===== config.mk =====
export PLATFORM = sky130hd
export DESIGN_NAME = qmi_front
export DESIGN_NICKNAME = d
export VERILOG_FILES = /design/src/qmi_pkg.sv /design/src/qmi_front.sv
export SDC_FILE = /design/constraint.sdc
export NUM_CORES = 1
export LEC_CHECK = 0
export BUFFER_PORTS_ARGS = -buffer_cell sky130_fd_sc_hd__clkbuf_2
export CORE_MARGIN = 2
export CORE_UTILIZATION = 35
export CTS_CLUSTER_SIZE = 25
export DETAILED_ROUTE_END_ITERATION = 10
export PLACE_DENSITY = 0.67
export SETUP_SLACK_MARGIN = 0.1
export SKIP_CTS_REPAIR_TIMING = 1
export SYNTH_ARGS = -nofsm -noshare
export SYNTH_HDL_FRONTEND = slang
export SYNTH_SLANG_ARGS = --single-unit

===== constraint.sdc =====
create_clock -name clk -period 10 [get_ports clk]
set_input_delay 2 -clock clk [delete_from_list [all_inputs] [get_ports clk]]
set_output_delay 2 -clock clk [all_outputs]
set_load 0.01 [all_outputs]

===== src/qmi_pkg.sv =====
// Shared constants, transfer types, op format and ring index helpers for the middle-insert queue.
`default_nettype none

package qmi_pkg;

  // Storage size: entries per half ring and total queue capacity.
  localparam int DEPTH = 1024;
  localparam int AW    = $clog2(DEPTH);      // ring index
  localparam int CW    = $clog2(DEPTH + 1);  // per-half count
  localparam int NW    = CW + 1;             // total length, front plus back

  localparam int CMDW = 2;
  localparam int VALW = 32;
  localparam int STW  = 2;
  localparam int LENW = 11;

  // Commands. The high command bit selects pop, so code three pops as well.
  localparam logic [CMDW-1:0] CMD_PUSH_TAIL = 2'd0;
  localparam logic [CMDW-1:0] CMD_PUSH_MID  = 2'd1;
  localparam logic [CMDW-1:0] CMD_POP       = 2'd2;
  localparam logic [CMDW-1:0] CMD_POP_ALT   = 2'd3;

  // Result status codes.
  localparam logic [STW-1:0] ST_PUSHED = 2'd0;
  localparam logic [STW-1:0] ST_POPPED = 2'd1;
  localparam logic [STW-1:0] ST_EMPTY  = 2'd2;
  localparam logic [STW-1:0] ST_FULL   = 2'd3;

  // Op queue between classifier and executor.
  localparam int QDEPTH = 2;
  localparam int QAW    = $clog2(QDEPTH);
  localparam int QCW    = $clog2(QDEPTH + 1);

  typedef struct packed {
    logic [CMDW-1:0]        command;
    logic signed [VALW-1:0] item_value;
  } in_item_t;

  typedef struct packed {
    logic [STW-1:0]         status;
    logic signed [VALW-1:0] popped_value;
    logic [LENW-1:0]        length;
  } out_item_t;

  // One classified item: the ring accesses it needs plus its precomputed result fields.
  typedef struct packed {
    logic [STW-1:0]  status;
    logic [LENW-1:0] length;
    logic [VALW-1:0] value;
    logic            f_wr;       // write value to front ring at f_wr_addr
    logic            b_wr;       // write value to back ring at b_wr_addr
    logic            move;       // read back ring at b_rd_addr, write it to front at f_wr_addr
    logic            pop;        // read front ring at f_rd_addr, report it
    logic [AW-1:0]   f_rd_addr;
    logic [AW-1:0]   f_wr_addr;
    logic [AW-1:0]   b_rd_addr;
    logic [AW-1:0]   b_wr_addr;
  } op_t;

  typedef enum logic {
    BK_ISSUE,
    BK_COMPLETE
  } bk_state_t;

  // start + count modulo DEPTH; the sum stays below twice DEPTH.
  function automatic logic [AW-1:0] wrap_add(input logic [AW-1:0] a, input logic [CW-1:0] b);
    logic [NW-1:0] s;
    s = NW'(a) + NW'(b);
    if (s >= NW'(DEPTH)) begin
      s = s - NW'(DEPTH);
    end
    return AW'(s);
  endfunction

  function automatic logic [AW-1:0] wrap_dec(input logic [AW-1:0] a);
    return (a == '0) ? AW'(DEPTH - 1) : a - 1'b1;
  endfunction

endpackage

`default_nettype wire


===== src/qmi_front.sv =====
// Front end: accepts items, keeps ring starts and counts, emits classified ops.
`default_nettype none

module qmi_front (
  input  wire logic             clk,
  input  wire logic             rst_n,
  input  wire logic             in_valid,
  output logic                  in_stall,
  input  wire qmi_pkg::in_item_t in_data,
  output logic                  q_push,
  output qmi_pkg::op_t          q_op,
  input  wire logic             q_full
);

  logic [qmi_pkg::AW-1:0] fs_r, fs_nxt, bs_r, bs_nxt;
  logic [qmi_pkg::CW-1:0] fc_r, fc_nxt, bc_r, bc_nxt;
  logic [qmi_pkg::NW-1:0] n;
  logic                   bal;
  logic                   is_pop;
  logic                   accept;
  logic [qmi_pkg::AW-1:0] f_tail, b_tail, b_head_dec;

  assign in_stall = q_full;
  assign accept   = in_valid && !q_full;
  assign q_push   = accept;

  assign n          = qmi_pkg::NW'(fc_r) + qmi_pkg::NW'(bc_r);
  assign bal        = (fc_r == bc_r);  // otherwise front holds one more
  assign f_tail     = qmi_pkg::wrap_add(fs_r, fc_r);
  assign b_tail     = qmi_pkg::wrap_add(bs_r, bc_r);
  assign b_head_dec = qmi_pkg::wrap_dec(bs_r);
  assign is_pop     = (in_data.command == qmi_pkg::CMD_POP) ||
                      (in_data.command == qmi_pkg::CMD_POP_ALT);

  always_comb begin
    fs_nxt = fs_r;
    bs_nxt = bs_r;
    fc_nxt = fc_r;
    bc_nxt = bc_r;

    q_op           = '0;
    q_op.value     = in_data.item_value;
    q_op.f_rd_addr = fs_r;
    q_op.f_wr_addr = f_tail;
    q_op.b_rd_addr = bs_r;
    q_op.b_wr_addr = b_tail;
    q_op.length    = qmi_pkg::LENW'(n);

    if (is_pop) begin
      if (n == '0) begin
        q_op.status = qmi_pkg::ST_EMPTY;
      end else begin
        q_op.status = qmi_pkg::ST_POPPED;
        q_op.pop    = 1'b1;
        q_op.length = qmi_pkg::LENW'(n - 1'b1);
        fs_nxt      = qmi_pkg::wrap_add(fs_r, qmi_pkg::CW'(1));
        if (bal) begin
          // back head refills the front tail; front count unchanged
          q_op.move = 1'b1;
          bs_nxt    = qmi_pkg::wrap_add(bs_r, qmi_pkg::CW'(1));
          bc_nxt    = bc_r - 1'b1;
        end else begin
          fc_nxt = fc_r - 1'b1;
        end
      end
    end else if (n >= qmi_pkg::NW'(qmi_pkg::DEPTH)) begin
      q_op.status = qmi_pkg::ST_FULL;
    end else begin
      q_op.status = qmi_pkg::ST_PUSHED;
      q_op.length = qmi_pkg::LENW'(n + 1'b1);
      if (in_data.command == qmi_pkg::CMD_PUSH_TAIL) begin
        if (n == '0) begin
          // lone entry ends up at the front
          q_op.f_wr = 1'b1;
          fc_nxt    = fc_r + 1'b1;
        end else if (bal) begin
          q_op.b_wr = 1'b1;
          q_op.move = 1'b1;
          bs_nxt    = qmi_pkg::wrap_add(bs_r, qmi_pkg::CW'(1));
          fc_nxt    = fc_r + 1'b1;
        end else begin
          q_op.b_wr = 1'b1;
          bc_nxt    = bc_r + 1'b1;
        end
      end else begin
        if (bal) begin
          q_op.f_wr = 1'b1;
          fc_nxt    = fc_r + 1'b1;
        end else begin
          // new value would move straight over: place it at the back head
          q_op.b_wr      = 1'b1;
          q_op.b_wr_addr = b_head_dec;
          bs_nxt         = b_head_dec;
          bc_nxt         = bc_r + 1'b1;
        end
      end
    end
  end

  always_ff @(posedge clk) begin
    if (!rst_n) begin
      fs_r <= '0;
      bs_r <= '0;
      fc_r <= '0;
      bc_r <= '0;
    end else if (accept) begin
      fs_r <= fs_nxt;
      bs_r <= bs_nxt;
      fc_r <= fc_nxt;
      bc_r <= bc_nxt;
    end
  end

endmodule

`default_nettype wire


Word-level counts from Yosys, hierarchy flattened. Index checks and enable logic that the tools add are counted.

Reduce and logical (&&, ||, !) cells: 10. Bitwise operators: 1. Mux-type cells: 45. Add/subtract/negate cells: 16. Eq/ne operators: 9. Order comparisons: 5.

Operators by type and width (number): $mux 11 (16); $mux 10 (15); $sub 10x1->10 const B (5); $ge 12x11->1 const B (3); $add 11x1->11 const B (3); $sub 11x1->11 const B (3); $add 10x11->12 (2); $add 10x1->11 const B (2); $ge 11x11->1 const B (2); $mux 13 (1); $add 11x11->12 (1); $logic_not 12->1 (1); $mux 2 (6); $eq 11x11->1 (1); $logic_not 10->1 (1); $ne 2x2->1 const B (5); $mux 1 (6); $reduce_and 3->1 (2); $reduce_and 5->1 (1); $eq 2x2->1 const B (2); $reduce_and 4->1 (1); $mux 3 (1); $ne 3x1->1 const B (1); $logic_not 2->1 (1); 4 further kinds (4).

Bits of input ports: 38. Register bits after elaboration: 42. Word-level logic and storage cells: 90.

Longest topological paths before layout.
Depth after elaboration: 8. Mapped depth: 14. Gate-level depth less buffers: 12.

Worst setup path after synthesis. No wires, ideal clock.

Kind: register to output. Start point: register fc_r[0] (netlist name). End point: output q_op[6] (netlist name). Buffers on the path: 2. Arrival time: 3.313 ns. Path slack: 4.687 ns. Cell stages (with the launch flop): 14. Cell sequence: dfxtp_1 -> ha_1 -> inv_1 -> fa_1 -> nand2b_1 -> a211o_1 -> a21o_1 -> a31o_1 -> or2_1 -> buf_2 -> nor3_1 -> clkbuf_1 -> nor2_1 -> a31oi_1.

RTL lines: start, declared (line qmi_front.sv:16) `logic [qmi_pkg::CW-1:0] fc_r, fc_nxt, bc_r, bc_nxt;`; start signal, assigned (line qmi_front.sv:109) `fc_r <= fc_nxt;`; end, declared (line qmi_front.sv:11) `output qmi_pkg::op_t q_op,`.

==> impl_metrics.tcl <==
set metrics [dict create \
    dr_total_vias 5070 \
    cts_made_buffers 5 \
    syn_nets 783 \
    synth.area.top_cells "dfxtp_1 (16%), ha_1 (11%), xnor2_1 (7.6%), nor2_1 (5.0%), a21oi_1 (4.9%)" \
    finalCritPeriodShare_pct 63.1 \
    synth_top_family_by_area "compound AO/OA/AOI/OAI gates" \
    rsz0062_at_grt "no" \
    postRouteAntennaNets 0 \
    maxSlewViolCount 0 \
    worstPathMaxFanout 11 \
    synth_most_common_cell "nor2_1" \
    drtPass1Iterations 5 \
    cp-start-kind "flip-flop" \
    synth_cells 695 \
    h-tree-depth 2 \
    tns_ns 0 \
    fin_crit_ns 6.31 \
    syn_avg_cell_area_sq_um 7.46 \
    n_antenna_cell 0 \
    synth_top_area_share_pct 16.2 \
    crit_arrival_ns 4.31 \
    synth-main-ff-cell "dfxtp_1" \
    hp-class "flip-flop to flip-flop" \
    synthesis.area_sq_mm 0.00518 \
    io_pins 129 \
    synthDistinctLibCells 76 \
    muxShareOfSynthArea_pct 2.70 \
    cp.required_ns 8.00 \
    areaGrowthSynthToFinish_pct 6.57 \
    crit_slowest_cell "o21ai_1" \
    drive_above_1_share_pct 13.5 \
    drc 0 \
    synth-async-reset-ratio_pct 0 \
    fp.dieArea_sq_mm 0.0158 \
    ys_ff_latch 42 \
    grt_pass1_wl_mm 24.0 \
    synth.cells.most_frequent "nor2_1 (69), nand2_1 (55), a21oi_1 (51)" \
    yosysWarningCount 0 \
    grt.overflow.total 0 \
    path_cells "ha_1 > inv_1 > fa_1 > nand2b_1 > a211o_1 > a31oi_2 > xor2_2 > or4_4 > o21ai_1 > nand2_1 > o221ai_1 > clkbuf_2" \
    synthSimpleGateAreaFrac_pct 22.5 \
    antenna_found_initial 0 \
    path_clk_slew_ns 0.06 \
    hold_viol 0 \
    die_h_um 126 \
    die_w_um 126 \
    rows 44 \
    cts_sinks 42 \
    setup_violations 0 \
    yosysTopAreaCell "dfxtp_1" \
    place_congestion 0.907 \
    seq_area_frac_synth_pct 16.2 \
    hpwl_mm 11.1 \
    cts_tree "done" \
    max_freq_mhz 158 \
    path_class "flip-flop to output port" \
    start_util_pct 35.8 \
    synthXorXnorAreaFrac_pct 12.1 \
    fin_nets 791 \
    cts_buffer_depth 2 \
    wirelength_mm 14.8 \
    viasPerCell 5.71 \
    grt_pass1_vias 4722 \
    maxSlewHeadroom_pct 21.9 \
    drv_cap 0 \
    synth-compound-area-share_pct 24.2 \
    wl_per_cell_um 16.7 \
    clock_latency_ns 0.29 \
    finalClockSkew_ns 0.00407 \
    tightest_slew_ns 1.17 \
    synth_edf_count 0 \
    cp-end-kind "output port" \
    coreArea_sq_mm 0.0145 \
    worst_path_largest_cell_delay_ns 0.70 \
    status "finished, final reports clean" \
    port_buffers 64 \
    first_iter_violations 372 \
    grt_usage_pct 18.3 \
    grt_start_max_net_pins 43 \
    clockRootBuffer "clkbuf_16" \
    synthAdderAreaFrac_pct 12.6 \
]
## per-layer routing
metal	wire, um	part of all wire [%]	GRT usage, %	up-vias
met4	325	2.2	6.41	0
met5	0	0	0	-
li1	-	-	-	2500
met1	6720	45	24.9	2328
met3	1090	7.4	2.85	26
met2	6690	45	29.5	216
## sequential cells by signal (all words and copies together) (netlist names)
register and flops:
bc_r 11, bs_r 10, fc_r 11, fs_r 10
## final timing paths
check / start / endpoint / slack (ns) / cells after the start
hold reg to reg: bc_r[10] / bc_r[10] / 0.51 / 2
setup reg to reg: fc_r[0] / bc_r[3] / 5.78 / 12
setup / recovery: fc_r[0] / q_op[77] / 3.69 / 12
hold / removal: bc_r[10] / bc_r[10] / 0.51 / 2
## final cells by class
| cell class | count | area [sq um] |
|---|---|---|
| Multi-Input combinational cell | 557 | 3850 |
| Clock inverter | 1 | 5.00 |
| Timing Repair Buffer | 68 | 350 |
| Fill cell | 1508 | 8950 |
| Tap cell | 184 | 230 |
| Sequential cell | 42 | 841 |
| Inverter | 29 | 109 |
| Clock buffer | 7 | 143 |
## worst max-delay path, delay by kind of cell, from the launching register on
kind	cells	cell delay, ns
DFF	1	0.50
buffers and inverters	2	0.23
adders and majority gates	2	0.66
xor gates and xnor gates	1	0.18
AOI/OAI and AO/OA	4	1.45
and+or+nand+nor	3	1.02
## stage by stage
stage	area (sq um)	std cells	utilization [%]	hold slack, ns	setup WS, ns
after floorplan	5180	695	-	0.450	4.69
after global placement	5380	880	37.1	0.485	3.88
after detailed placement	5380	880	37.1	0.488	3.84
after CTS	5520	888	38.2	0.503	3.67
after global routing	5520	888	38.2	0.545	3.40
final	5520	888	38.2	0.505	3.69
## placed cells by master, fill, tap and decap left out, types with 9 or more instances in the layout
master    count
a21o_1       12
nand2b_1      9
o21ai_0      23
xor2_1       25
and3_1       13
nand3_1      20
nand2_1      55
a31oi_1      13
inv_1        27
nand4_1      12
ha_1         46
nor3_1       24
a21oi_1      51
xnor2_1      45
dfxtp_1      42
clkbuf_2     64
nor2_1       69
mux2i_1      14
## cell families (layout without fill, tap and decap cells)
logic type,Yosys count,after routing
compound gates,184,184
xor+xnor,71,71
fa+ha+maj,50,50
buf+inv,96,105
flops,42,42
mux,14,14
simple gates,238,238
Power is left out: the tool's default activity adds up to more than one toggle a clock period on the data nets, which glitch-free logic cannot reach.
